### src/rtl/tks_pkg.sv
// Shared constants, types and the entry ordering function of the top-K selector.
// Depends on nothing; every other file of the block but tks_ram imports it.
package tks_pkg;

    localparam int K_MAX      = 64;
    localparam int INDEX_BITS = 20;
    localparam int SCORE_BITS = 32;
    localparam int K_SEL_W    = 7;
    localparam int RANK_W     = 6;
    localparam int ADDR_W     = $clog2(K_MAX);
    localparam int CNT_W      = $clog2(K_MAX + 1);

    localparam logic [K_SEL_W-1:0] K_SELECT_RESET = K_SEL_W'(16);

    typedef struct packed {
        logic signed [SCORE_BITS-1:0] score;
        logic [INDEX_BITS-1:0]        idx;
    } entry_t;

    localparam int ENTRY_W = $bits(entry_t);

    typedef struct packed {
        logic                  load;
        logic [INDEX_BITS-1:0] idx;
        logic [RANK_W-1:0]     rank;
        logic                  last;
    } out_load_t;

    // True when entry a ranks below entry b: lower score, or equal score and larger index.
    function automatic logic entry_worse(input entry_t a, input entry_t b);
        logic lt;
        logic eq;
        lt = $signed(a.score) < $signed(b.score);
        eq = a.score == b.score;
        return lt || (eq && (a.idx > b.idx));
    endfunction

endpackage

### src/rtl/tks_ram.sv
// Generic single-port-write, single-port-read RAM with a registered read.
// Depends on nothing.
module tks_ram #(
    parameter int WIDTH = 8,
    parameter int DEPTH = 16
) (
    input  logic                     clk,
    input  logic                     we,
    input  logic [$clog2(DEPTH)-1:0] waddr,
    input  logic [WIDTH-1:0]         wdata,
    input  logic                     re,
    input  logic [$clog2(DEPTH)-1:0] raddr,
    output logic [WIDTH-1:0]         rdata
);

    logic [WIDTH-1:0] mem_reg [DEPTH];
    logic [WIDTH-1:0] rd_data_reg;

    always_ff @(posedge clk)
    begin
        if (we)
        begin
            mem_reg[waddr] <= wdata;
        end
        if (re)
        begin
            rd_data_reg <= mem_reg[raddr];
        end
    end

    assign rdata = rd_data_reg;

endmodule

### src/rtl/tks_out_stage.sv
// Output register of the selector: holds one result until the receiver takes it.
// Depends on tks_pkg.
module tks_out_stage (
    input  logic                            clk,
    input  logic                            rst_n,
    input  tks_pkg::out_load_t              load_in,
    output logic                            free,
    output logic                            out_valid,
    input  logic                            out_ready,
    output logic [tks_pkg::INDEX_BITS-1:0]  point_index_res,
    output logic [tks_pkg::RANK_W-1:0]      rank,
    output logic                            last_result
);
    import tks_pkg::*;

    logic                  valid_reg;
    logic                  valid_next;
    logic [INDEX_BITS-1:0] idx_reg;
    logic [RANK_W-1:0]     rank_reg;
    logic                  last_reg;

    assign free = !valid_reg || out_ready;

    always_comb
    begin
        valid_next = valid_reg && !out_ready;
        if (load_in.load)
        begin
            valid_next = 1'b1;
        end
    end

    always_ff @(posedge clk or negedge rst_n)
    begin
        if (!rst_n)
        begin
            valid_reg <= 1'b0;
        end
        else
        begin
            valid_reg <= valid_next;
        end
    end

    always_ff @(posedge clk)
    begin
        if (load_in.load)
        begin
            idx_reg  <= load_in.idx;
            rank_reg <= load_in.rank;
            last_reg <= load_in.last;
        end
    end

    assign out_valid       = valid_reg;
    assign point_index_res = idx_reg;
    assign rank            = rank_reg;
    assign last_result     = last_reg;

endmodule

### src/rtl/tks_heap_ctrl.sv
// Heap sequencer: insert with sift-up, replace-minimum with sift-down, in-place
// heapsort at the end of a batch and readout. Depends on tks_pkg; drives tks_ram.
module tks_heap_ctrl (
    input  logic                           clk,
    input  logic                           rst_n,
    input  logic                           in_valid,
    output logic                           in_ready,
    input  logic [tks_pkg::INDEX_BITS-1:0] point_index,
    input  logic signed [tks_pkg::SCORE_BITS-1:0] score,
    input  logic                           last_item,
    input  logic                           cfg_we,
    input  logic [tks_pkg::K_SEL_W-1:0]    cfg_wdata,
    output logic                           ram_we,
    output logic [tks_pkg::ADDR_W-1:0]     ram_waddr,
    output tks_pkg::entry_t                ram_wdata,
    output logic                           ram_re,
    output logic [tks_pkg::ADDR_W-1:0]     ram_raddr,
    input  tks_pkg::entry_t                ram_rdata,
    input  logic                           out_free,
    output tks_pkg::out_load_t             out_load
);
    import tks_pkg::*;

    localparam int CMP_W = ADDR_W + 2;

    typedef enum logic [12:0] {
        S_IDLE   = 13'b0000000000001,
        S_UP_RD  = 13'b0000000000010,
        S_UP_CMP = 13'b0000000000100,
        S_RP_CMP = 13'b0000000001000,
        S_DN_L   = 13'b0000000010000,
        S_DN_R   = 13'b0000000100000,
        S_DN_SEL = 13'b0000001000000,
        S_FIN    = 13'b0000010000000,
        S_SRT0   = 13'b0000100000000,
        S_SRT1   = 13'b0001000000000,
        S_SRT2   = 13'b0010000000000,
        S_EM_RD  = 13'b0100000000000,
        S_EM_LD  = 13'b1000000000000
    } state_t;

    function automatic logic [CNT_W-1:0] k_eff(input logic [K_SEL_W-1:0] k);
        if (k == '0)
        begin
            return CNT_W'(1);
        end
        else if (int'(k) > K_MAX)
        begin
            return CNT_W'(K_MAX);
        end
        return CNT_W'(k);
    endfunction

    state_t             state_reg, state_next;
    entry_t             new_reg, new_next;
    entry_t             cand_reg, cand_next;
    logic               last_reg, last_next;
    logic               sorting_reg, sorting_next;
    logic [CNT_W-1:0]   count_reg, count_next;
    logic [CNT_W-1:0]   hsize_reg, hsize_next;
    logic [CNT_W-1:0]   emit_n_reg, emit_n_next;
    logic [ADDR_W-1:0]  p_reg, p_next;
    logic [ADDR_W-1:0]  cidx_reg, cidx_next;
    logic [ADDR_W-1:0]  ecnt_reg, ecnt_next;
    logic [K_SEL_W-1:0] k_sel_reg;

    logic [CNT_W-1:0]   keff;
    logic [ADDR_W-1:0]  parent;
    logic [ADDR_W-1:0]  last_slot;
    logic [CMP_W-1:0]   left_c;
    logic [CMP_W-1:0]   right_c;
    logic [CMP_W-1:0]   hsize_c;
    logic               has_left;
    logic               has_right;
    entry_t             child;
    logic [ADDR_W-1:0]  child_addr;

    assign keff      = k_eff(k_sel_reg);
    assign parent    = (p_reg - 1'b1) >> 1;
    assign last_slot = ADDR_W'(hsize_reg - 1'b1);
    assign left_c    = {1'b0, p_reg, 1'b1};
    assign right_c   = left_c + 1'b1;
    assign hsize_c   = CMP_W'(hsize_reg);
    assign has_left  = left_c < hsize_c;
    assign has_right = right_c < hsize_c;

    // Worse of the two children; with only a left child it is the word just read.
    always_comb
    begin
        child      = ram_rdata;
        child_addr = left_c[ADDR_W-1:0];
        if (state_reg == S_DN_SEL)
        begin
            if (entry_worse(ram_rdata, cand_reg))
            begin
                child      = ram_rdata;
                child_addr = right_c[ADDR_W-1:0];
            end
            else
            begin
                child      = cand_reg;
                child_addr = cidx_reg;
            end
        end
    end

    always_comb
    begin
        state_next   = state_reg;
        new_next     = new_reg;
        cand_next    = cand_reg;
        last_next    = last_reg;
        sorting_next = sorting_reg;
        count_next   = count_reg;
        hsize_next   = hsize_reg;
        emit_n_next  = emit_n_reg;
        p_next       = p_reg;
        cidx_next    = cidx_reg;
        ecnt_next    = ecnt_reg;
        in_ready     = 1'b0;
        ram_we       = 1'b0;
        ram_waddr    = p_reg;
        ram_wdata    = new_reg;
        ram_re       = 1'b0;
        ram_raddr    = '0;
        out_load     = '0;

        unique case (state_reg) inside
            S_IDLE:
            begin
                in_ready = 1'b1;
                if (in_valid)
                begin
                    new_next.score = score;
                    new_next.idx   = point_index;
                    last_next      = last_item;
                    if (count_reg < keff)
                    begin
                        p_next     = count_reg[ADDR_W-1:0];
                        count_next = count_reg + 1'b1;
                        state_next = S_UP_RD;
                    end
                    else
                    begin
                        ram_re     = 1'b1;
                        state_next = S_RP_CMP;
                    end
                end
            end
            S_UP_RD:
            begin
                if (p_reg == '0)
                begin
                    ram_we     = 1'b1;
                    state_next = S_FIN;
                end
                else
                begin
                    ram_re     = 1'b1;
                    ram_raddr  = parent;
                    state_next = S_UP_CMP;
                end
            end
            S_UP_CMP:
            begin
                ram_we = 1'b1;
                if (entry_worse(new_reg, ram_rdata))
                begin
                    ram_wdata  = ram_rdata;
                    p_next     = parent;
                    state_next = S_UP_RD;
                end
                else
                begin
                    state_next = S_FIN;
                end
            end
            S_RP_CMP:
            begin
                // Only a strictly higher score displaces the current minimum.
                if ($signed(new_reg.score) > $signed(ram_rdata.score))
                begin
                    p_next       = '0;
                    hsize_next   = count_reg;
                    sorting_next = 1'b0;
                    state_next   = S_DN_L;
                end
                else
                begin
                    state_next = S_FIN;
                end
            end
            S_DN_L:
            begin
                if (has_left)
                begin
                    ram_re     = 1'b1;
                    ram_raddr  = left_c[ADDR_W-1:0];
                    state_next = S_DN_R;
                end
                else
                begin
                    ram_we     = 1'b1;
                    state_next = sorting_reg ? S_SRT0 : S_FIN;
                end
            end
            S_DN_R, S_DN_SEL:
            begin
                if ((state_reg == S_DN_R) && has_right)
                begin
                    cand_next  = ram_rdata;
                    cidx_next  = left_c[ADDR_W-1:0];
                    ram_re     = 1'b1;
                    ram_raddr  = right_c[ADDR_W-1:0];
                    state_next = S_DN_SEL;
                end
                else
                begin
                    ram_we = 1'b1;
                    if (entry_worse(child, new_reg))
                    begin
                        ram_wdata  = child;
                        p_next     = child_addr;
                        state_next = S_DN_L;
                    end
                    else
                    begin
                        state_next = sorting_reg ? S_SRT0 : S_FIN;
                    end
                end
            end
            S_FIN:
            begin
                if (last_reg)
                begin
                    hsize_next   = count_reg;
                    emit_n_next  = (count_reg < keff) ? count_reg : keff;
                    sorting_next = 1'b1;
                    state_next   = S_SRT0;
                end
                else
                begin
                    state_next = S_IDLE;
                end
            end
            S_SRT0:
            begin
                if (hsize_reg > CNT_W'(1))
                begin
                    ram_re     = 1'b1;
                    state_next = S_SRT1;
                end
                else
                begin
                    ecnt_next  = '0;
                    state_next = S_EM_RD;
                end
            end
            S_SRT1:
            begin
                cand_next  = ram_rdata;
                ram_re     = 1'b1;
                ram_raddr  = last_slot;
                state_next = S_SRT2;
            end
            S_SRT2:
            begin
                // The minimum moves to the freed tail slot; the tail entry sifts down.
                new_next   = ram_rdata;
                ram_we     = 1'b1;
                ram_waddr  = last_slot;
                ram_wdata  = cand_reg;
                hsize_next = hsize_reg - 1'b1;
                p_next     = '0;
                state_next = S_DN_L;
            end
            S_EM_RD:
            begin
                ram_re     = 1'b1;
                ram_raddr  = ecnt_reg;
                state_next = S_EM_LD;
            end
            S_EM_LD:
            begin
                if (out_free)
                begin
                    out_load.load = 1'b1;
                    out_load.idx  = ram_rdata.idx;
                    out_load.rank = RANK_W'(ecnt_reg);
                    out_load.last = CNT_W'(ecnt_reg) == (emit_n_reg - 1'b1);
                    if (out_load.last)
                    begin
                        count_next = '0;
                        state_next = S_IDLE;
                    end
                    else
                    begin
                        ecnt_next  = ecnt_reg + 1'b1;
                        state_next = S_EM_RD;
                    end
                end
            end
            default:
            begin
                state_next = S_IDLE;
            end
        endcase
    end

    always_ff @(posedge clk or negedge rst_n)
    begin
        if (!rst_n)
        begin
            state_reg   <= S_IDLE;
            count_reg   <= '0;
            k_sel_reg   <= K_SELECT_RESET;
            sorting_reg <= 1'b0;
        end
        else
        begin
            state_reg   <= state_next;
            count_reg   <= count_next;
            sorting_reg <= sorting_next;
            if (cfg_we)
            begin
                k_sel_reg <= cfg_wdata;
            end
        end
    end

    always_ff @(posedge clk)
    begin
        new_reg    <= new_next;
        cand_reg   <= cand_next;
        last_reg   <= last_next;
        hsize_reg  <= hsize_next;
        emit_n_reg <= emit_n_next;
        p_reg      <= p_next;
        cidx_reg   <= cidx_next;
        ecnt_reg   <= ecnt_next;
    end

endmodule

### src/rtl/top_k_select_min_heap.sv
// Top level of the streaming top-K selector built around a min-heap in one RAM.
// Depends on tks_pkg, tks_ram, tks_heap_ctrl and tks_out_stage.
//
// Usage: requests of (point_index, score, last_item) arrive on a valid/ready
// channel. The block keeps the k_select best entries (highest signed Q16.16
// score, smaller index on a tie) in a binary min-heap whose root is the worst
// kept entry. While the heap has room a request is inserted and sifted up;
// once full, a request with a strictly higher score than the root replaces it
// and is sifted down. Each heap level is a registered RAM read followed by a
// compare and a write-back; going down, both children are read in turn. After
// the request flagged last_item, the heap is heapsorted in place (n - 1 pops:
// the root moves to the freed tail slot and the tail entry sifts down) and then
// min(n, k_select) results go out best first with rank and last_result, each
// read from the RAM, then loaded into the output register. No new request is
// taken until the batch is out; the heap then starts empty. When the receiver
// stalls, the result waits in the output register and the readout pauses; a
// new batch may start while the final result still waits. Reset empties the
// heap and sets k_select to 16; the RAM contents need no clearing. k_select is
// written through cfg_we/cfg_wdata; the user must do so only while idle, as the
// block does not enforce it. Zero acts as one and larger values saturate at 64.
module top_k_select_min_heap (
    input  logic                                  clk,
    input  logic                                  rst_n,
    input  logic                                  in_valid,
    output logic                                  in_ready,
    input  logic [tks_pkg::INDEX_BITS-1:0]        point_index,
    input  logic signed [tks_pkg::SCORE_BITS-1:0] score,
    input  logic                                  last_item,
    output logic                                  out_valid,
    input  logic                                  out_ready,
    output logic [tks_pkg::INDEX_BITS-1:0]        point_index_res,
    output logic [tks_pkg::RANK_W-1:0]            rank,
    output logic                                  last_result,
    input  logic                                  cfg_we,
    input  logic [tks_pkg::K_SEL_W-1:0]           cfg_wdata
);
    import tks_pkg::*;

    logic              ram_we;
    logic [ADDR_W-1:0] ram_waddr;
    entry_t            ram_wdata;
    logic              ram_re;
    logic [ADDR_W-1:0] ram_raddr;
    entry_t            ram_rdata;
    logic              out_free;
    out_load_t         out_load;

    // Heap storage: score and index of each kept entry in one word.
    tks_ram #(
        .WIDTH (ENTRY_W),
        .DEPTH (K_MAX)
    ) u_heap_ram (
        .clk   (clk),
        .we    (ram_we),
        .waddr (ram_waddr),
        .wdata (ram_wdata),
        .re    (ram_re),
        .raddr (ram_raddr),
        .rdata (ram_rdata)
    );

    // Sequencer for insert, replace, end-of-batch sort and readout.
    tks_heap_ctrl u_ctrl (
        .clk         (clk),
        .rst_n       (rst_n),
        .in_valid    (in_valid),
        .in_ready    (in_ready),
        .point_index (point_index),
        .score       (score),
        .last_item   (last_item),
        .cfg_we      (cfg_we),
        .cfg_wdata   (cfg_wdata),
        .ram_we      (ram_we),
        .ram_waddr   (ram_waddr),
        .ram_wdata   (ram_wdata),
        .ram_re      (ram_re),
        .ram_raddr   (ram_raddr),
        .ram_rdata   (ram_rdata),
        .out_free    (out_free),
        .out_load    (out_load)
    );

    // The output register decouples the readout from a stalling receiver.
    tks_out_stage u_out (
        .clk             (clk),
        .rst_n           (rst_n),
        .load_in         (out_load),
        .free            (out_free),
        .out_valid       (out_valid),
        .out_ready       (out_ready),
        .point_index_res (point_index_res),
        .rank            (rank),
        .last_result     (last_result)
    );

endmodule

### config.mk
export PLATFORM = sky130hd
export DESIGN_NAME = top_k_select_min_heap
export DESIGN_NICKNAME = d
export VERILOG_FILES = /design/src/rtl/tks_pkg.sv /design/src/rtl/tks_ram.sv /design/src/rtl/tks_out_stage.sv /design/src/rtl/tks_heap_ctrl.sv /design/src/rtl/top_k_select_min_heap.sv
export SDC_FILE = /design/constraint.sdc
export NUM_CORES = 2
export LEC_CHECK = 0
export BUFFER_PORTS_ARGS = -buffer_cell sky130_fd_sc_hd__buf_2
export CORE_MARGIN = 10
export CORE_UTILIZATION = 45
export CTS_BUF_LIST = sky130_fd_sc_hd__clkbuf_8
export DETAILED_ROUTE_END_ITERATION = 7
export MAX_ROUTING_LAYER = met4
export PLACE_DENSITY = 0.57
export SETUP_SLACK_MARGIN = 0.15
export SLEW_MARGIN = 30
export SYNTH_ARGS = -nofsm -noshare
export SYNTH_HDL_FRONTEND = slang
export SYNTH_SLANG_ARGS = --single-unit
### constraint.sdc
create_clock -name clk -period 8.3 [get_ports clk]
set_input_delay 1.66 -clock clk [delete_from_list [all_inputs] [get_ports clk]]
set_output_delay 1.66 -clock clk [all_outputs]
set_load 0.1 [all_outputs]
# Word level (Yosys, flattened, before mapping)
# Memories as Yosys holds them, arrays and structs flattened. A register that Yosys moved wholly into a read port is not among the register bits.
# Index checks and enable logic that the tools add are counted.
# op_classes
addsub	6
magnitude_cmp	12
n_eq_ne	29
muxes	76
n_reduce_logical	35
# op_table
operator	count
$mux 52	7
$pmux 52 s2	2
$pmux 13 s12	1
$pmux 52 s3	1
$eq 32x32->1	3
$lt 32x32->1	3
$mux 6	14
$mux 7	10
$mux 13	5
$gt 20x20->1	3
$pmux 6 s5	2
$mux 28	2
$gt 32x32->1	1
$mux 12	2
$mux 8	3
$pmux 7 s3	1
$mux 9	2
$ne 2x2->1 const B	9
$mux 1	17
$lt 7x7->1	2
$pmux 7 s2	1
$reduce_and 2->1	7
$sub 7x1->7 const B	2
$eq 13x1->1 const B	1
40 further kinds	57
# word_totals
reg_bits	192
ramBits	3328
inputBits	65
output_inout_bits	29
mem_count	1
# memory_table
name	words	width	rd	rd_clocked_by_memory_dff	write_ports	line	rtl
u_heap_ram.mem_reg	64	52	1	1	1	tks_ram.sv:16	logic [WIDTH-1:0] mem_reg [DEPTH];

# Depth between registers and ports, before layout
# logic_depth
depth_word	11
mapped_depth	26
ltp_nobuf	21

# Cells and area by module
# From an unflattened synthesis, not the netlist that was laid out.
# unflattened
cells_unflattened	6964
hier_area_um2	141645.8
# modules_own_cells
module	instances	cells_each	area_each_um2
tks_ram	1	5410	127444.7
tks_heap_ctrl	1	1524	13342.8
tks_out_stage	1	30	858.3

# Worst setup path after synthesis
# Ideal clock, no wire load.
# synth_path
kind	register -> register
start	register u_heap_ram.rd_data_reg[51], in the netlist u_heap_ram.rdata[51], read port of u_heap_ram.mem_reg
end	memory u_heap_ram.mem_reg[0][19] in the netlist's numbering, data pin
setup_time_ns	0.564
arrival_ns	6.746
setup_slack_ns	0.990
path_stages_with_launch	26
path_buffers	5
synth_period_minus_slack_ns	7.310
cell_sequence	edfxtp_1 > ha_1 > clkbuf_1 > nand4_1 > nor4_1 > and4b_1 > o31ai_1 > and2_1 > o221a_2 > clkbuf_1 > nand2_1 > clkbuf_1 > o21ai_0 > ha_1 > nand4_1 > nor4_1 > o21ai_0 > o211ai_1 > a211o_1 > o211ai_1 > nand2_1 > a21o_1 > clkbuf_1 > clkbuf_1 > o22ai_1 > a22oi_1
# synth_rtl
element	line	rtl
from (decl)	tks_ram.sv:17	logic [WIDTH-1:0] rd_data_reg;
to (decl)	tks_ram.sv:16	

==> impl_metrics.yaml <==
clocking:
  root_buffer: "clkbuf_8"
  clock_sinks: 3572
  cts-resized-gates: 0
  cts_hold_buf: 0
  clockBufferDepth: 4
  post_cts_buffers: 0
  path_clk_slew_ps: 60
  cts_buffers: 593
  cts_tree: "yes"
  clkLatencyLatePin_ps: 1220
  htree_levels: 6
setup_path:
  r2r_start: "u_ctrl.cand_reg[51]$_DFFE_PP_"
  arrival_ps: 8910
  startpoint_type: "flip-flop"
  cp.required_ps: 9180
  critPathMaxFanout: 64
  cp-startpoint: "u_ctrl.cand_reg[51]$_DFFE_PP_"
  crit_type: "reg -> reg"
  worstReg2RegEnd: "u_heap_ram.mem_reg[19][38]$_DFFE_PP_"
  r2r_slack_ps: 280
  worst_setup_path_end_kind: "flip-flop"
  r2r.worst_path.cells: 24
layout:
  final_cells: 15900
  seqCellArea_um2: 107000
  nets: 11300
  syn_to_final_growth_pct: 12.8
  postLayoutCoreUtil_pct: 51.1
  fillerInstances: 27400
  multi_input_area_um2: 37100
  largest_reg_flops: 3328
  design_area_um2: 166000
  final_layout_size_suffix_gt1_share_pct: 12.6
  layout_common_cells: "edfxtp_1 (3543), nand2_1 (2224), nand3_1 (685), clkbuf_8 (600), inv_1 (389)"
  layout_commonest_cell: "edfxtp_1"
yosys:
  synth_enable_flop_cells: 3543
  syn_area_per_cell_um2: 13.7
  synthArstFlopShare_pct: 0.812
  synthesis.nets: 10900
  synth_seq_area_share_pct: 72.9
  ys_seq_elements: 3572
  synth.distinct_cells: 86
  synthCells: 10700
  yosysWarnings: 0
  synth_flop_cell: "edfxtp_1"
  syn-cell-area_um2: 147000
timing:
  timing.hold.ws_ps: 487
  tightest_slew_ps: 1170
  skew_ps: 60.5
  setup_viol: 0
  rsz0062_at_grt: "no"
  period_needed_ps: 8020
  fin_crit_sh_pct: 96.7
  hold_viol: 0
  max_freq_mhz: 125
  slew-limit-headroom_pct: 21.6
  final_max_slew_viol_count: 0
routing:
  vias_per_cell: 6.43
  dr.pass1.iters: 8
  vias: 102000
  drc_errors: 0
  routed_wl_mm: 562
  wl_per_cell_um: 35.4
  postRouteAntennaNets: 0
  drtIter0Drc: 18100
placed_design:
  routabilityCongestion: 0.968
  placed_cells: 14800
  port_buffers: 93
  hpwlAfterDp_mm: 317
  placed_area_um2: 155000
die:
  dieArea_um2: 350000
  initial_utilization_pct: 45.3
  fp.dieW_um: 591
  core_region_area_um2: 325000
  ios: 94
  row_count: 209
  die_y_um: 591
pwr:
  p_total_w: 0.0453
  leakagePower_nw: 56.4
  vdd_drop_max_mv: 0.162
  powerDensity_nw_per_um2: 274
grt:
  gr-total-overflow: 0
  first_global_vias: 94500
  grt_max_degree: 133
  grt_use_total_pct: 31.9
  grt_pass1_wl_mm: 763
  antenna_found_initial: 47
outcome:
  status: "completed"
flow_run:
  maxCapViolCount: 0
min_path:
  hold_class: "in -> async"
==> logic make-up after synthesis <==
kind of cell             share of synthesized area [%]
multiplexers                                      2.75
AO/OA/AOI/OAI                                     8.32
AND/OR/NAND/NOR                                   11.6
adder cells (fa/ha/maj)                           1.55
buffers and inverters                             2.67
XOR/XNOR                                         0.167
flip-flops                                        72.9
==> through the flow <==
step / worst slack (ps) / setup TNS [ps]
finish: 276 / 0
global route: 219 / 0
CTS: 250 / 0
detailed placement: 338 / 0
global placement: -1230 / -1230
floorplan: 990 / 0
==> layer usage <==
| metal | wire length, um | GRT usage, % | part of all wire (%) |
|---|---|---|---|
| met1 | 215000 | 43.0 | 38 |
| met2 | 243000 | 45.2 | 43 |
| met3 | 78400 | 9.47 | 14 |
| met4 | 25100 | 13.3 | 4.5 |
| met5 | 0 | - | 0 |
==> worst max-delay path by stage <==
| stage | endpoint | slack (ps) | cells after the start |
|---|---|---|---|
| after floorplan | u_heap_ram.mem_reg[0][19]$_DFFE_PP_ | 990 | 25 |
| after global placement | u_heap_ram.rdata[24]$_DFFE_PP_ | -1230 | 15 |
| after detailed placement | u_heap_ram.mem_reg[33][10]$_DFFE_PP_ | 340 | 23 |
| after CTS | u_heap_ram.mem_reg[27][10]$_DFFE_PP_ | 250 | 23 |
| after global routing | u_heap_ram.mem_reg[38][39]$_DFFE_PP_ | 220 | 23 |
| final | u_heap_ram.mem_reg[19][38]$_DFFE_PP_ | 280 | 24 |
==> cell type report <==
| cell class | count | area share [%] |
|---|---|---|
| clock inverters | 423 | 1.36 |
| inverters | 196 | 0.444 |
| flip-flops and latches | 3572 | 64.6 |
| repair buffers | 491 | 2.89 |
| diodes | 38 | 0.0574 |
| well taps | 4325 | 3.27 |
| clock buffers | 600 | 4.98 |
| multi-input cells | 6239 | 22.4 |
==> cells in the mapped netlist (all sizes together), types with 20 or more instances <==
master  number  area share (%)
inv        195            0.50
a31oi      367             1.6
xnor2       20            0.12
nor2       189            0.49
nand3      694             2.4
dfrtp       27            0.46
nor3        83            0.29
edfxtp    3543              72
or4         37            0.19
clkbuf     394             1.0
a21o        37            0.19
o211ai      40            0.21
a211oi     334             1.7
o22ai      170            0.72
a31o        29            0.17
a22oi      124            0.63
buf        299             1.2
and3       358             1.5
a21oi      325             1.1
o21ai      228            0.78
mux4        43            0.66
ha         182             1.6
a32oi       89            0.53
a221oi      36            0.21
nand4       49            0.21
mux2i      298             2.0
nor4        73            0.32
nand2     2230             5.7
==> worst max-delay path: stages, from the launching register on <==
cell	delay (ps)
edfxtp_1	380
inv_1	70
ha_1	490
nand4_1	210
nor4_2	570
and4b_1	310
o31ai_1	130
and2_1	200
o221a_2	290
nand2_1	490
o21ai_0	180
ha_1	340
nand4_1	170
nor4_1	670
o21ai_0	210
o211ai_1	230
a211o_1	180
o211ai_1	280
nand2_1	180
buf_4	290
a21o_1	460
buf_4	320
o22ai_1	150
a22oi_2	250
buf_4	550
==> power breakdown <==
group	internal (W)	switching, W
Clock	0.00705	0.00729
Combinational	0.00219	0.00673
Sequential	0.0217	0.000401
(Power assumes the default switching activity.)
